**src/rtl/deq_pkg.sv**
```systemverilog
// ----------------------------------------------------------------------------
// deq_pkg
// Shared types and constants for the double-ended queue.
// ----------------------------------------------------------------------------
package deq_pkg;

  localparam int DefaultDepth = 16;
  localparam int OpW          = 2;
  localparam int ValueW       = 32;

  typedef enum logic [OpW-1:0] {
    OP_PUSH_BACK  = 2'd0,
    OP_PUSH_FRONT = 2'd1,
    OP_POP_BACK   = 2'd2,
    OP_POP_FRONT  = 2'd3
  } op_e;

endpackage

```
**src/rtl/deq_if.sv**
```systemverilog
// ----------------------------------------------------------------------------
// deq_if
// Valid/ready channels for deque operations and deque results.
// ----------------------------------------------------------------------------
interface deq_in_if;
  logic                                valid;
  logic                                ready;
  logic        [deq_pkg::OpW-1:0]      op;
  logic signed [deq_pkg::ValueW-1:0]   value;

  modport source (output valid, output op, output value, input ready);
  modport sink   (input valid, input op, input value, output ready);
endinterface

interface deq_out_if #(
  parameter int CountW = $clog2(deq_pkg::DefaultDepth + 1)
);
  logic                                valid;
  logic                                ready;
  logic signed [deq_pkg::ValueW-1:0]   popped_value;
  logic                                popped_valid;
  logic                                rejected;
  logic signed [deq_pkg::ValueW-1:0]   front_value;
  logic signed [deq_pkg::ValueW-1:0]   back_value;
  logic        [CountW-1:0]            entry_count;
  logic                                is_empty;

  modport source (output valid, output popped_value, output popped_valid, output rejected,
                  output front_value, output back_value, output entry_count,
                  output is_empty, input ready);
  modport sink   (input valid, input popped_value, input popped_valid, input rejected,
                  input front_value, input back_value, input entry_count,
                  input is_empty, output ready);
endinterface

```
**src/rtl/double_ended_queue_top.sv**
```systemverilog
// ----------------------------------------------------------------------------
// double_ended_queue_top
// Double-ended queue of signed 32-bit values in a ring memory of DEPTH slots.
// ----------------------------------------------------------------------------
// in_ch carries one operation per transfer: push back, push front, pop back
// or pop front, with the value to push. out_ch returns one result per
// operation: popped value, refusal flag, front and back values after the
// operation (all ones when empty), count and empty flag.
// The accept cycle updates head and count, writes a pushed value, and
// issues a read of the slot that becomes the new front or back after a
// pop; the result register loads once the output register is free.
// The front and back values are kept in registers beside the ring memory,
// so each operation needs at most one memory read.
// in_ch.ready is low while an operation waits for the result register. A
// finished result waits in the output register while the next operation is
// accepted; when the receiver stalls, at most one more operation is taken.
// Reset empties the deque at once; slot contents are not cleared.
// ----------------------------------------------------------------------------
module double_ended_queue_top #(
  parameter int DEPTH = deq_pkg::DefaultDepth
) (
  input  logic clk_i,
  input  logic rst_ni,
  deq_in_if.sink    in_ch,
  deq_out_if.source out_ch
);
  import deq_pkg::*;

  localparam int AW = $clog2(DEPTH);
  localparam int CW = $clog2(DEPTH + 1);
  localparam int SW = CW + 1;

  function automatic logic [AW-1:0] ring_add(input logic [AW-1:0] base,
                                             input logic [CW-1:0] off);
    logic [SW-1:0] s;
    s = SW'(base) + SW'(off);
    if (s >= SW'(DEPTH)) begin
      s = s - SW'(DEPTH);
    end
    return s[AW-1:0];
  endfunction

  logic signed [ValueW-1:0] mem [DEPTH];

  logic [AW-1:0]        head_q, head_d;
  logic [CW-1:0]        count_q, count_d;
  logic [ValueW-1:0]    front_q, front_d, back_q, back_d;
  logic                 pend_q;
  logic [ValueW-1:0]    pend_popped_q, popped_d;
  logic                 pend_pvalid_q, pvalid_d;
  logic                 pend_rej_q, rej_d;
  logic                 ld_front_q, ld_front_d, ld_back_q, ld_back_d;
  logic [ValueW-1:0]    rdata_q;

  logic                 we, re;
  logic [AW-1:0]        waddr, raddr;
  logic                 accept, done, full, empty;
  logic [ValueW-1:0]    front_fin, back_fin;

  logic                 out_valid_q;
  logic [ValueW-1:0]    out_popped_q, out_front_q, out_back_q;
  logic                 out_pvalid_q, out_rej_q, out_empty_q;
  logic [CW-1:0]        out_count_q;

  assign in_ch.ready = !pend_q;
  assign accept      = in_ch.valid && !pend_q;
  assign done        = pend_q && (!out_valid_q || out_ch.ready);
  assign full        = count_q == CW'(DEPTH);
  assign empty       = count_q == '0;

  always_comb begin
    head_d     = head_q;
    count_d    = count_q;
    front_d    = front_q;
    back_d     = back_q;
    popped_d   = '0;
    pvalid_d   = 1'b0;
    rej_d      = 1'b0;
    ld_front_d = 1'b0;
    ld_back_d  = 1'b0;
    we         = 1'b0;
    re         = 1'b0;
    waddr      = ring_add(head_q, count_q);
    raddr      = head_q;
    unique case (op_e'(in_ch.op))
      OP_PUSH_BACK: begin
        if (full) begin
          rej_d = 1'b1;
        end else begin
          we      = 1'b1;
          count_d = count_q + CW'(1);
          back_d  = in_ch.value;
          if (empty) begin
            front_d = in_ch.value;
          end
        end
      end
      OP_PUSH_FRONT: begin
        if (full) begin
          rej_d = 1'b1;
        end else begin
          head_d  = (head_q == '0) ? AW'(DEPTH - 1) : head_q - AW'(1);
          waddr   = head_d;
          we      = 1'b1;
          count_d = count_q + CW'(1);
          front_d = in_ch.value;
          if (empty) begin
            back_d = in_ch.value;
          end
        end
      end
      OP_POP_BACK: begin
        if (empty) begin
          rej_d = 1'b1;
        end else begin
          popped_d = back_q;
          pvalid_d = 1'b1;
          count_d  = count_q - CW'(1);
          if (count_q == CW'(2)) begin
            back_d = front_q;
          end else if (count_q > CW'(2)) begin
            re        = 1'b1;
            ld_back_d = 1'b1;
            raddr     = ring_add(head_q, count_q - CW'(2));
          end
        end
      end
      OP_POP_FRONT: begin
        if (empty) begin
          rej_d = 1'b1;
        end else begin
          popped_d = front_q;
          pvalid_d = 1'b1;
          count_d  = count_q - CW'(1);
          head_d   = (head_q == AW'(DEPTH - 1)) ? '0 : head_q + AW'(1);
          if (count_q == CW'(2)) begin
            front_d = back_q;
          end else if (count_q > CW'(2)) begin
            re         = 1'b1;
            ld_front_d = 1'b1;
            raddr      = head_d;
          end
        end
      end
      default: begin
        rej_d = 1'b1;
      end
    endcase
  end

  // ring memory, one write and one registered read
  always_ff @(posedge clk_i) begin
    if (accept && we) begin
      mem[waddr] <= in_ch.value;
    end
    if (accept && re) begin
      rdata_q <= mem[raddr];
    end
  end

  assign front_fin = ld_front_q ? rdata_q : front_q;
  assign back_fin  = ld_back_q  ? rdata_q : back_q;

  always_ff @(posedge clk_i or negedge rst_ni) begin
    if (!rst_ni) begin
      head_q      <= '0;
      count_q     <= '0;
      pend_q      <= 1'b0;
      out_valid_q <= 1'b0;
    end else begin
      if (accept) begin
        head_q  <= head_d;
        count_q <= count_d;
        pend_q  <= 1'b1;
      end else if (done) begin
        pend_q <= 1'b0;
      end
      if (done) begin
        out_valid_q <= 1'b1;
      end else if (out_ch.ready) begin
        out_valid_q <= 1'b0;
      end
    end
  end

  always_ff @(posedge clk_i) begin
    if (accept) begin
      front_q       <= front_d;
      back_q        <= back_d;
      pend_popped_q <= popped_d;
      pend_pvalid_q <= pvalid_d;
      pend_rej_q    <= rej_d;
      ld_front_q    <= ld_front_d;
      ld_back_q     <= ld_back_d;
    end else if (done) begin
      front_q    <= front_fin;
      back_q     <= back_fin;
      ld_front_q <= 1'b0;
      ld_back_q  <= 1'b0;
    end
    if (done) begin
      out_popped_q <= pend_popped_q;
      out_pvalid_q <= pend_pvalid_q;
      out_rej_q    <= pend_rej_q;
      out_front_q  <= empty ? '1 : front_fin;
      out_back_q   <= empty ? '1 : back_fin;
      out_count_q  <= count_q;
      out_empty_q  <= empty;
    end
  end

  assign out_ch.valid        = out_valid_q;
  assign out_ch.popped_value = out_popped_q;
  assign out_ch.popped_valid = out_pvalid_q;
  assign out_ch.rejected     = out_rej_q;
  assign out_ch.front_value  = out_front_q;
  assign out_ch.back_value   = out_back_q;
  assign out_ch.entry_count  = out_count_q;
  assign out_ch.is_empty     = out_empty_q;

endmodule

```
**src/flat_wrapper.sv**
```systemverilog
// flat-port wrapper written by rule: the top's interface ports become plain ports
module double_ended_queue_top_flat import deq_pkg::*;
#(
  parameter int DEPTH = deq_pkg::DefaultDepth
)
  (clk_i, rst_ni, in_ch_valid, in_ch_op, in_ch_value, in_ch_ready, out_ch_valid, out_ch_popped_value, out_ch_popped_valid, out_ch_rejected, out_ch_front_value, out_ch_back_value, out_ch_entry_count, out_ch_is_empty, out_ch_ready);
  deq_in_if in_ch_i ();
  deq_out_if #(.CountW(($clog2((DefaultDepth) + 1)))) out_ch_i ();
  input  logic clk_i;
  input  logic rst_ni;
  input wire logic [$bits(in_ch_i.valid)-1:0] in_ch_valid;
  input wire logic [$bits(in_ch_i.op)-1:0] in_ch_op;
  input wire logic [$bits(in_ch_i.value)-1:0] in_ch_value;
  output wire logic [$bits(in_ch_i.ready)-1:0] in_ch_ready;
  output wire logic [$bits(out_ch_i.valid)-1:0] out_ch_valid;
  output wire logic [$bits(out_ch_i.popped_value)-1:0] out_ch_popped_value;
  output wire logic [$bits(out_ch_i.popped_valid)-1:0] out_ch_popped_valid;
  output wire logic [$bits(out_ch_i.rejected)-1:0] out_ch_rejected;
  output wire logic [$bits(out_ch_i.front_value)-1:0] out_ch_front_value;
  output wire logic [$bits(out_ch_i.back_value)-1:0] out_ch_back_value;
  output wire logic [$bits(out_ch_i.entry_count)-1:0] out_ch_entry_count;
  output wire logic [$bits(out_ch_i.is_empty)-1:0] out_ch_is_empty;
  input wire logic [$bits(out_ch_i.ready)-1:0] out_ch_ready;
  assign in_ch_i.valid = in_ch_valid;
  assign in_ch_i.op = in_ch_op;
  assign in_ch_i.value = in_ch_value;
  assign in_ch_ready = in_ch_i.ready;
  assign out_ch_valid = out_ch_i.valid;
  assign out_ch_popped_value = out_ch_i.popped_value;
  assign out_ch_popped_valid = out_ch_i.popped_valid;
  assign out_ch_rejected = out_ch_i.rejected;
  assign out_ch_front_value = out_ch_i.front_value;
  assign out_ch_back_value = out_ch_i.back_value;
  assign out_ch_entry_count = out_ch_i.entry_count;
  assign out_ch_is_empty = out_ch_i.is_empty;
  assign out_ch_i.ready = out_ch_ready;
  double_ended_queue_top #(.DEPTH(DEPTH)) u_core (.clk_i(clk_i), .rst_ni(rst_ni), .in_ch(in_ch_i), .out_ch(out_ch_i));
endmodule
```
**config.mk**
```make
export PLATFORM = sky130hd
export DESIGN_NAME = double_ended_queue_top_flat
export DESIGN_NICKNAME = d
export VERILOG_FILES = /design/src/rtl/deq_pkg.sv /design/src/rtl/deq_if.sv /design/src/rtl/double_ended_queue_top.sv /design/src/flat_wrapper.sv
export SDC_FILE = /design/constraint.sdc
export NUM_CORES = 1
export LEC_CHECK = 0
export BUFFER_PORTS_ARGS = -buffer_cell sky130_fd_sc_hd__buf_2
export CORE_MARGIN = 8
export CORE_UTILIZATION = 50
export CTS_CLUSTER_DIAMETER = 150
export CTS_CLUSTER_SIZE = 16
export DETAILED_ROUTE_END_ITERATION = 12
export GPL_TIMING_DRIVEN = 0
export PLACE_DENSITY_LB_ADDON = 0.25
export SYNTH_ARGS = -nofsm -noshare
export SYNTH_HDL_FRONTEND = slang
export SYNTH_SLANG_ARGS = --single-unit
```
**constraint.sdc**
```tcl
create_clock -name clk_i -period 5.4 [get_ports clk_i]
set_input_delay 0.54 -clock clk_i [delete_from_list [all_inputs] [get_ports clk_i]]
set_output_delay 0.54 -clock clk_i [all_outputs]
set_load 0.01 [all_outputs]
```
-- Word-level counts from Yosys, hierarchy flattened
Memory sizes are Yosys's and may differ from the RTL's. A register that Yosys moved wholly into a read port is not among the register bits.
Cells that the tools add are included.
- register bits after elaboration: 215
- memory bits (writable): 512
- input port bits: 38
- output and inout port bits: 106
- logic and storage cells: 127
- memories kept: 1
- $add $sub $neg: 9
- order comparisons: 3
- equality and inequality tests: 20
- multiplexer cells: 57
- reductions and logical operators: 19
- memory list (name ; words ; width ; rd ports ; clocked after Yosys merged registers in ; write ports ; line ; text):
    u_core.mem ; 16 ; 32 ; 1 ; 1 ; 1 ; double_ended_queue_top.sv:43 ; logic signed [ValueW-1:0] mem [DEPTH];
- operator list (cell ; number):
    two-way mux 32 bit ; 15
    case mux 32 bit (3 select lines) ; 2
    case mux 32 bit (2 select lines) ; 1
    two-way mux 4 bit ; 14
    inequality test 3 bit (second input constant) ; 8
    two-way mux 1 bit ; 19
    case mux 4 bit (2 select lines) ; 2
    AND reduction 7 bit ; 2
    adder 4 x 5 -> 6 bit ; 2
    greater-or-equal comparator 6 x 5 -> 1 bit (second input constant) ; 2
    subtractor 4 x 1 -> 4 bit (second input constant) ; 3
    two-way mux 5 bit ; 2
    case mux 5 bit (2 select lines) ; 1
    inequality test 2 bit (second input constant) ; 4
    inequality test 4 bit (second input constant) ; 2
    nonzero test 2 bit ; 3
    adder 5 x 1 -> 5 bit (second input constant) ; 1
    == test 5 x 2 -> 1 bit (second input constant) ; 1
    == test 5 bit (second input constant) ; 1
    > comparator 5 x 2 -> 1 bit (second input constant) ; 1
    logical NOT 5 bit ; 1
    subtractor 5 x 1 -> 5 bit (second input constant) ; 1
    subtractor 5 x 2 -> 5 bit (second input constant) ; 1
    adder 4 x 1 -> 4 bit (second input constant) ; 1
    other kinds (12) ; 18

-- Longest topological paths before layout
Gate-level depths: netlist (run 1).
- depth in word-level cells: 8
- gate-level depth with buffers: 12

-- Worst setup path after synthesis (run 1)
Ideal clock, no wire load.
- path type: input port to flip-flop
- from: input port out_ch_ready
- to: register u_core.front_q[0] (enable)
- library setup time: 432 ps
- data arrival time: 4958 ps
- data required time: 4968 ps
- setup slack: 10 ps
- stages on the path: 4
- buffers on the path: 0
- cell sequence: nand2b_1 and2_1 a21oi_1 a21oi_1
- word-level cells in the longest chain between the ends: 4
- ends and longest elaborated chain (what ; line ; text):
    start, declared ; flat_wrapper.sv:23 ; input wire logic [$bits(out_ch_i.ready)-1:0] out_ch_ready;
    logical OR 1 bit ; double_ended_queue_top.sv:67 ; assign done = pend_q && (!out_valid_q || out_ch.ready);
    logical AND 1 bit ; double_ended_queue_top.sv:67 ;
    net u_core.done ; double_ended_queue_top.sv:57 ; logic accept, done, full, empty;
    nonzero test 2 bit (no line) ; -- ;
    AND reduction 7 bit (no line) ; -- ;
    end signal, assigned ; double_ended_queue_top.sv:188 ; front_q <= front_d;
    end signal, assigned ; double_ended_queue_top.sv:196 ; front_q <= front_fin;
    end, declared ; double_ended_queue_top.sv:47 ; logic [ValueW-1:0] front_q, front_d, back_q, back_d;
The timed path passes the listed nets, and every way through them passes these cells.
A chain may end at the register's enable or synchronous reset.

-- Worst setup path after layout (run 1)
- from: register u_core.head_q[0]
- to: register u_core.rdata_q[23], read port of u_core.mem (data pin)
- word-level cells in the longest chain between the ends: 7
- elaborated cells on any way between the ends: 14
- ends and longest elaborated chain (what ; line ; text):
    start, declared ; double_ended_queue_top.sv:45 ; logic [AW-1:0] head_q, head_d;
    start signal, assigned ; double_ended_queue_top.sv:166 ; head_q <= '0;
    start signal, assigned ; double_ended_queue_top.sv:172 ; head_q <= head_d;
    adder 4 x 5 -> 6 bit ; double_ended_queue_top.sv:36 ; s = SW'(base) + SW'(off);
    greater-or-equal comparator 6 x 5 -> 1 bit or subtractor 4 x 1 -> 4 bit (tied branches) ; double_ended_queue_top.sv:37, double_ended_queue_top.sv:38 ;
    two-way mux 4 bit ; double_ended_queue_top.sv:37 ; if (s >= SW'(DEPTH)) begin
    two-way mux 4 bit ; double_ended_queue_top.sv:121 ; end else if (count_q > CW'(2)) begin
    two-way mux 4 bit ; double_ended_queue_top.sv:119 ; if (count_q == CW'(2)) begin
    two-way mux 4 bit ; double_ended_queue_top.sv:113 ; if (empty) begin
    case mux 4 bit (2 select lines) * ; double_ended_queue_top.sv:85 ; unique case (op_e'(in_ch.op))
    end, declared ; double_ended_queue_top.sv:53 ; logic [ValueW-1:0] rdata_q;
Every way passes the cells marked *; elsewhere a longest branch is shown, timed or not.

==> qor.csv, run 1 <==
stage,metric,value,unit
detailed_routing,DR WL/cell,26.4,um
pwr,worst vdd ir,0.273,mV
logic_synthesis,Seq cells post-synth,759,
run_status,status,finished clean,
detailed_routing,M1 WL,29.7,mm
pwr,Clk network pwr share,19.2,%
job,maxcap violations,0,
logic_synthesis,net count after synthesis,1691,
detailed_routing,DRT antenna net count,0,
sta,Final min period,4240,ps
grt,largest net degree at the start of global routing,75,
placed_design,final RePlAce weighted congestion,0.903,
logic_synthesis,Synth cell types,52,
detailed_routing,Post-Route WL,70.1,mm
sta,Worst-Margin Slew,941,ps
worst_setup_path,CP arrival,4530,ps
detailed_routing,Pre-antenna DRT Iters,5,
pwr,sw power,0.00644,W
cts,htree depth,2,
logic_synthesis,Mapped Area,30700,um^2
floorplan,Die Area,69700,um^2
cts,Root Buffer,clkbuf_16,
grt,initial antenna violation count,4,
logic_synthesis,YS warnings,0,
detailed_routing,Routed met3 length,4.65,mm
cts,clk sinks,759,
grt,global-route wire length before repair,105,mm
logic_synthesis,sequential area share after synthesis,74.0,%
cts,Worst-path clk slew,70,ps
detailed_routing,Top Metal Used,met5,
sta,part of the cycle the worst path needs,78.5,%
placed_design,area post-placement,33000,um^2
cts,post-cts resize count,0,
grt,vias in the first global route,16590,
cts,worst skew pair latency,620,ps
logic_synthesis,async set or reset register ratio after synthesis,1.45,%
worst_setup_path,Worst Path Required,5690,ps
sta,clk_skew,16.8,ps
sta,RSZ-0062 raised after global routing,no,
sta,Slew HR,37.3,%
grt,GRT overflow,0,
worst_setup_path,Setup CP Type,reg2reg,
final_layout,area grow syn2layout,12.2,%
floorplan,Rows,91,
pwr,Final Power,0.0192,W
floorplan,Initial Utilization,50.2,%
sta,count of final max-slew check failures,0,
sta,final setup violation count,0,
worst_setup_path,Reg2Reg Launch Point,u_core.head_q[0]$_DFFE_PN0P_,
logic_synthesis,syn avg cell area,18.8,um^2
floorplan,Die W,264,um
floorplan,Core ar.,61300,um^2
cts,CTS tree,yes,
worst_setup_path,critical path startpoint,u_core.head_q[0]$_DFFE_PN0P_,
final_layout,post-route cell area,34500,um^2
final_layout,fraction of layout cells with a size suffix above 1,22.0,%
floorplan,Die Ht,264,um
cts,Num CTS Buffers,53,
pwr,Flop pwr share,43.9,%
pwr,Sw Ratio,33.6,%
cts,Clock Tree Buf Depth,3,
detailed_routing,vias per cell,6.02,
hold_path,Worst Hold Class,in2reg,
sta,Hold Fails Final Rpt,0,
logic_synthesis,Post-Synthesis Cells,1635,
pwr,Combinational Power Share,36.9,%
placed_design,I/O Buffers,143,
worst_setup_path,Worst Setup End Kind,flop,
grt,GRT Util Overall,19.8,%
pwr,internal power,0.0127,W
placed_design,Post-DP HPWL,48.6,mm
pwr,PwrDens,556,nW/um^2
detailed_routing,drt first-iter violations,1553,
pwr,Leak,11.6,nW
detailed_routing,DRC errors left,0,
sta,Fmax,0.236,GHz
logic_synthesis,Post-synth EDFFs,748,
final_layout,layout net count,1909,
floorplan,number of primary I/O pins,144,
detailed_routing,routed vias,15984,
hold_path,hold_sp,in_ch_valid,
worst_setup_path,"Max FO, Critical Path",10,
logic_synthesis,Synth Flop Type,edfxtp_1,
detailed_routing,routed length on met2,34.2,mm
worst_setup_path,CP Launch Type,flop,
-- power by group through the flow --
stage / combinational (W) / sequential [W] / clock [W]
CTS: 0.00713 / 0.00841 / 0.00376
finish: 0.00708 / 0.00842 / 0.00368
floorplan: 0.00453 / 0.00864 / 0
global placement: 0.00676 / 0.00858 / 0
global route: 0.00759 / 0.00850 / 0.00396
detailed placement: 0.00711 / 0.00854 / 0
-- final timing paths --
path	end	slack (ps)	cells past startpoint
worst max-delay path	u_core.rdata_q[23]$_DFFE_PP_	1160	10
min in group asynchronous	u_core.head_q[3]$_DFFE_PN0P_	350	2
worst min register to register	u_core.out_ch.popped_value[11]$_DFFE_PP_	420	0
worst max register to register	u_core.rdata_q[23]$_DFFE_PP_	1160	10
worst min-delay path	u_core.pend_q$_DFFE_PN0N_	180	3
max in group asynchronous	u_core.pend_q$_DFFE_PN0N_	4800	2
-- worst max-delay path: stages (launching register included) --
cell	delay [ps]
dfrtp_1	560
ha_1	270
inv_1	90
fa_1	500
a22o_1	280
a22oi_1	370
buf_4	290
clkbuf_1	720
mux4_2	410
mux2i_1	220
mux2i_1	200
-- cell families after synthesis --
group,Yosys count,share of synthesized area [%]
adder cells (fa/ha/maj),18,0.806
multiplexers,297,14.9
flip-flops,759,74.0
XOR/XNOR,12,0.342
AO/OA/AOI/OAI,206,4.45
buffers and inverters,113,1.98
AND/OR/NAND/NOR,230,3.53
-- area by class of cell --
class                           instances  area [um^2]
Sequential cell                       759        22700
Inverter                               17         65.1
Multi-Input combinational cell        763         7530
Fill cell                            4602        26800
Antenna cell                            2         5.00
Buffer                                 96          546
Tap cell                              790          988
Clock buffer                           65         1410
Clock inverter                          2         20.0
Timing Repair Buffer                  163         1190
-- cell usage in the layout, fill, tap and decap left out, types with 4 or more instances in the layout --
master / n
edfxtp_1: 748
mux2i_1: 164
buf_2: 146
mux4_2: 128
nand2_1: 81
a21oi_1: 72
a211oi_1: 64
clkbuf_1: 61
clkbuf_16: 55
nor2_1: 43
a22oi_1: 35
nor2b_1: 33
and2_1: 32
buf_1: 18
buf_4: 16
nor2_4: 16
buf_12: 15
ha_1: 15
inv_1: 12
o21ai_0: 11
buf_16: 11
dfrtp_1: 11
xnor2_1: 9
nand3_1: 5
mux2_2: 5
and3_1: 4
nand2b_1: 4
nor3_1: 4
-- flip-flops by register name (all words and copies together), names as in the netlist, 32 cells and up --
| register | cells |
|---|---|
| u_core.front_q | 32 |
| u_core.mem | 512 |
| u_core.out_ch.back_value | 32 |
| u_core.back_q | 32 |
| u_core.pend_popped_q | 32 |
| u_core.rdata_q | 32 |
| u_core.out_ch.popped_value | 32 |
| u_core.out_ch.front_value | 32 |
-- what timing repair did --
| item | in CTS | in global routing |
|---|---|---|
| setup buffers | 0 | 0 |
| endpoints found under the hold margin | 11 | 0 |
| hold buffers | 1 | 0 |
-- cells in the mapped netlist, types with 2 or more instances --
cell type / n / area, um^2
dfrtp_1: 11 / 275
buf_12: 7 / 140
nand2b_1: 4 / 25.0
mux2i_1: 164 / 1640
mux4_2: 128 / 2880
mux2_2: 5 / 56.3
xnor2_1: 9 / 78.8
buf_4: 16 / 120
a21o_1: 2 / 15.0
ha_1: 15 / 188
nand3_1: 5 / 25.0
nor2b_1: 33 / 206
inv_1: 12 / 45.0
fa_1: 3 / 60.1
or2_2: 2 / 12.5
and3_1: 5 / 31.3
clkbuf_1: 51 / 191
edfxtp_1: 748 / 22500
o21ai_0: 11 / 55.1
buf_1: 18 / 67.6
nor3_1: 4 / 20.0
nor2_1: 59 / 221
nand2_1: 81 / 304
clkinv_1: 3 / 11.3
o31ai_1: 3 / 22.5
o21ba_2: 2 / 20.0
buf_2: 3 / 15.0
a21oi_1: 74 / 370
a211oi_1: 64 / 480
inv_2: 2 / 7.51
and2_1: 33 / 206
a22oi_1: 35 / 263
o21ai_2: 2 / 17.5
xor2_1: 3 / 26.3
-- stage by stage --
| step | hold slack (ps) | cells | setup WS, ps | TNS [ps] | util, % |
|---|---|---|---|---|---|
| 6_report | 176 | 2657 | 1160 | 0 | 56.3 |
| 5_1_grt | 164 | 2657 | 1000 | 0 | 56.3 |
| 4_1_cts | 150 | 2655 | 1190 | 0 | 56.3 |
| 3_5_place_dp | 405 | 2587 | 1200 | 0 | 53.9 |
| 3_3_place_gp | 403 | 2568 | -2200 | -303530 | 53.0 |
| 2_1_floorplan | 244 | 1635 | 10.2 | 0 | - |
-- layer usage --
metal / vias up / GRT usage, %
li1: 6957 / -
met1: 8291 / 27.5
met2: 624 / 32.6
met3: 110 / 3.31
met4: 2 / 5.41
met5: - / 0
Power figures use the tool's default switching activity.
==> inputs of run 2 (changes only) <==
==> constraint.sdc (replaced) <==
create_clock -name clk_i -period 3.4 [get_ports clk_i]
set_input_delay 0.34 -clock clk_i [delete_from_list [all_inputs] [get_ports clk_i]]
set_output_delay 0.34 -clock clk_i [all_outputs]
set_load 0.01 [all_outputs]
==> run 2 against run 1 <==
  * Cell count is 0.94% higher
  * Sequential power is 59% higher
  * Combinational power is 69% higher
  * Critical path type unchanged
  * Critical endpoint is now u_core.rdata_q[24]$_DFFE_PP_
  * Highest routed layer unchanged
==> qor.csv, run 2 (synthesized netlist as in run 1, its figures left out) <==
stage,metric,value,unit
run_status,status,finished clean,
final_layout,layout net count,1937,
final_layout,final core utilization,57.4,%
pwr,internal power,0.0207,W
placed_design,Placed Instances,2587,
detailed_routing,DRT antenna net count,0,
placed_design,final RePlAce weighted congestion,0.916,
grt,initial antenna violation count,3,
cts,htree depth,2,
grt,largest net degree at the start of global routing,76,
sta,Slew HR,38.3,%
sta,Final min period,3310,ps
floorplan,Core ar.,61300,um^2
detailed_routing,Post-Route WL,70.3,mm
floorplan,Rows,91,
final_layout,multi-input logic area,7670,um^2
cts,Root Buffer,clkbuf_16,
cts,CTS tree,yes,
detailed_routing,Pre-antenna DRT Iters,5,
sta,Worst-Margin Slew,926,ps
final_layout,FF/Latch Area,22700,um^2
pwr,Clk network pwr share,18.7,%
final_layout,Biggest register,u_core.mem,
sta,Fmax,0.302,GHz
final_layout,area grow syn2layout,14.5,%
cts,Worst-path clk slew,70,ps
grt,GRT overflow,0,
cts,Clock Tree Buf Depth,3,
cts,clk sinks,759,
pwr,sw power,0.0104,W
worst_setup_path,CP max-delay cell,fa_1,
worst_setup_path,"critical path, cell by cell","ha_1, inv_1, fa_1, a22o_1, a22oi_2, buf_4, buf_6, buf_8, mux4_2, mux2i_2, mux2i_1",
pwr,PwrDens,886,nW/um^2
pwr,Combinational Power Share,38.4,%
sta,final setup violation count,0,
worst_setup_path,max incr delay on CP,480,ps
grt,GRT Util Overall,19.9,%
sta,clk_skew,23.5,ps
worst_setup_path,Buffers & Inverters on Critical Path,4,
final_layout,most frequent cells in the layout,"edfxtp_1, buf_2, mux2i_1, mux4_2, nand2_1",
worst_setup_path,Setup CP Type,reg2reg,
worst_setup_path,Reg2Reg Launch Point,u_core.count_q[0]$_DFFE_PN0P_,
worst_setup_path,kind of cell adding the most delay to the critical path,adder cells,
worst_setup_path,worst r2r dst,u_core.rdata_q[24]$_DFFE_PP_,
placed_design,Post-DP HPWL,48.1,mm
hold_path,Hold EP,u_core.mem[3][6]$_DFFE_PP_,
hold_path,Worst Hold Class,in2reg,
detailed_routing,drt first-iter violations,1647,
cts,Num CTS Buffers,53,
floorplan,number of primary I/O pins,144,
grt,global-route wire length before repair,106,mm
pwr,Sw Ratio,33.5,%
detailed_routing,DR WL/cell,26.2,um
sta,count of final max-slew check failures,0,
grt,vias in the first global route,16572,
cts,worst skew pair latency,630,ps
hold_path,hold_sp,in_ch_value[6],
sta,RSZ-0062 raised after global routing,yes,
final_layout,final std cells w/o fill,2682,
pwr,worst vdd ir,0.461,mV
worst_setup_path,Worst Setup End Kind,flop,
floorplan,Die Ht,264,um
detailed_routing,DRC errors left,0,
pwr,Leak,11.8,nW
floorplan,Die Area,69700,um^2
final_layout,FILL cells,4516,
worst_setup_path,Worst Path Required,3700,ps
pwr,Flop pwr share,42.9,%
sta,Hold Fails Final Rpt,0,
worst_setup_path,FF-to-FF path depth,11,
worst_setup_path,CP Launch Type,flop,
worst_setup_path,"Max FO, Critical Path",10,
worst_setup_path,CP arrival,3610,ps
final_layout,fraction of layout cells with a size suffix above 1,25.5,%
placed_design,I/O Buffers,143,
detailed_routing,routed vias,16075,
job,maxcap violations,0,
final_layout,"commonest non-fill, non-tap cell in the layout",edfxtp_1,
detailed_routing,vias per cell,5.99,
worst_setup_path,reg2reg setup slack,90,ps
sta,part of the cycle the worst path needs,97.3,%
floorplan,Die W,264,um
final_layout,max reg flops,512,
floorplan,Initial Utilization,50.2,%
hold_path,hold path cells,1,
-- run 2: changes by cell type in the layout (fill, tap and decap cells not counted), sizes merged --
cell         previous run  this run
buf                   207       242
clkinv                  3         4
dlygate4sd3             1         3
diode                   2         1
clkbuf                116       104
-- run 2: cell type report --
| class | count | share of cell area [%] |
|---|---|---|
| flip-flops and latches | 759 | 64.7 |
| multi-input cells | 763 | 21.8 |
| repair buffers | 191 | 4.58 |
| clock buffers | 62 | 3.93 |
| well taps | 790 | 2.81 |
| plain buffers | 96 | 1.89 |
| inverters | 17 | 0.185 |
| clock inverters | 3 | 0.142 |
| diodes | 1 | 0.00711 |
-- run 2: per-layer routing --
layer	wire length (um)	global-route usage, %
met5	23	0
met4	1340	4.89
met3	4990	3.46
met2	34400	32.9
met1	29500	27.6
-- run 2: timing repair --
action / 4_1_cts / 5_1_grt
pin swaps: 18 / 1
hold buffers: 3 / 0
gates resized for setup: 50 / 38
setup buffers: 21 / 4
gates cloned: 1 / 0
hold endpoints to repair: 13 / 0
setup endpoints to repair: 460 / 310
-- run 2: stage by stage --
stage                     setup WS, ps  instance area, um^2  power (W)  setup TNS (ps)  hold WS [ps]
final                             90.6                35200     0.0312               0           133
after CTS                        0.963                35000     0.0310               0          93.4
after global routing             -6.98                35200     0.0326           -24.7           122
after detailed placement          -844                33000     0.0248         -162800           254
after global placement           -2500                32500     0.0244         -776870           254
after floorplan                   -661                30800     0.0209          -42280          44.4
-- run 2: worst max path at each step --
stage | start | end | slack (ps) | depth (start not counted)
3_3_place_gp | out_ch_ready | u_core.back_q[8]$_DFFE_PP_ | -2500 | 5
2_1_floorplan | u_core.out_ch.valid$_DFFE_PN0P_ | u_core.front_q[0]$_DFFE_PP_ | -660 | 4
5_1_grt | u_core.count_q[0]$_DFFE_PN0P_ | u_core.rdata_q[25]$_DFFE_PP_ | -7 | 11
4_1_cts | u_core.head_q[0]$_DFFE_PN0P_ | u_core.rdata_q[26]$_DFFE_PP_ | 1 | 11
6_report | u_core.count_q[0]$_DFFE_PN0P_ | u_core.rdata_q[24]$_DFFE_PP_ | 90 | 11
3_5_place_dp | u_core.head_q[0]$_DFFE_PN0P_ | u_core.rdata_q[15]$_DFFE_PP_ | -840 | 10
-- run 2: power groups by stage --
stage,Combinational [W],Clock [W],Sequential [W]
finish,0.0120,0.00583,0.0134
global route,0.0128,0.00625,0.0135
CTS,0.0117,0.00595,0.0133
detailed placement,0.0113,0,0.0136
global placement,0.0108,0,0.0136
floorplan,0.00725,0,0.0137
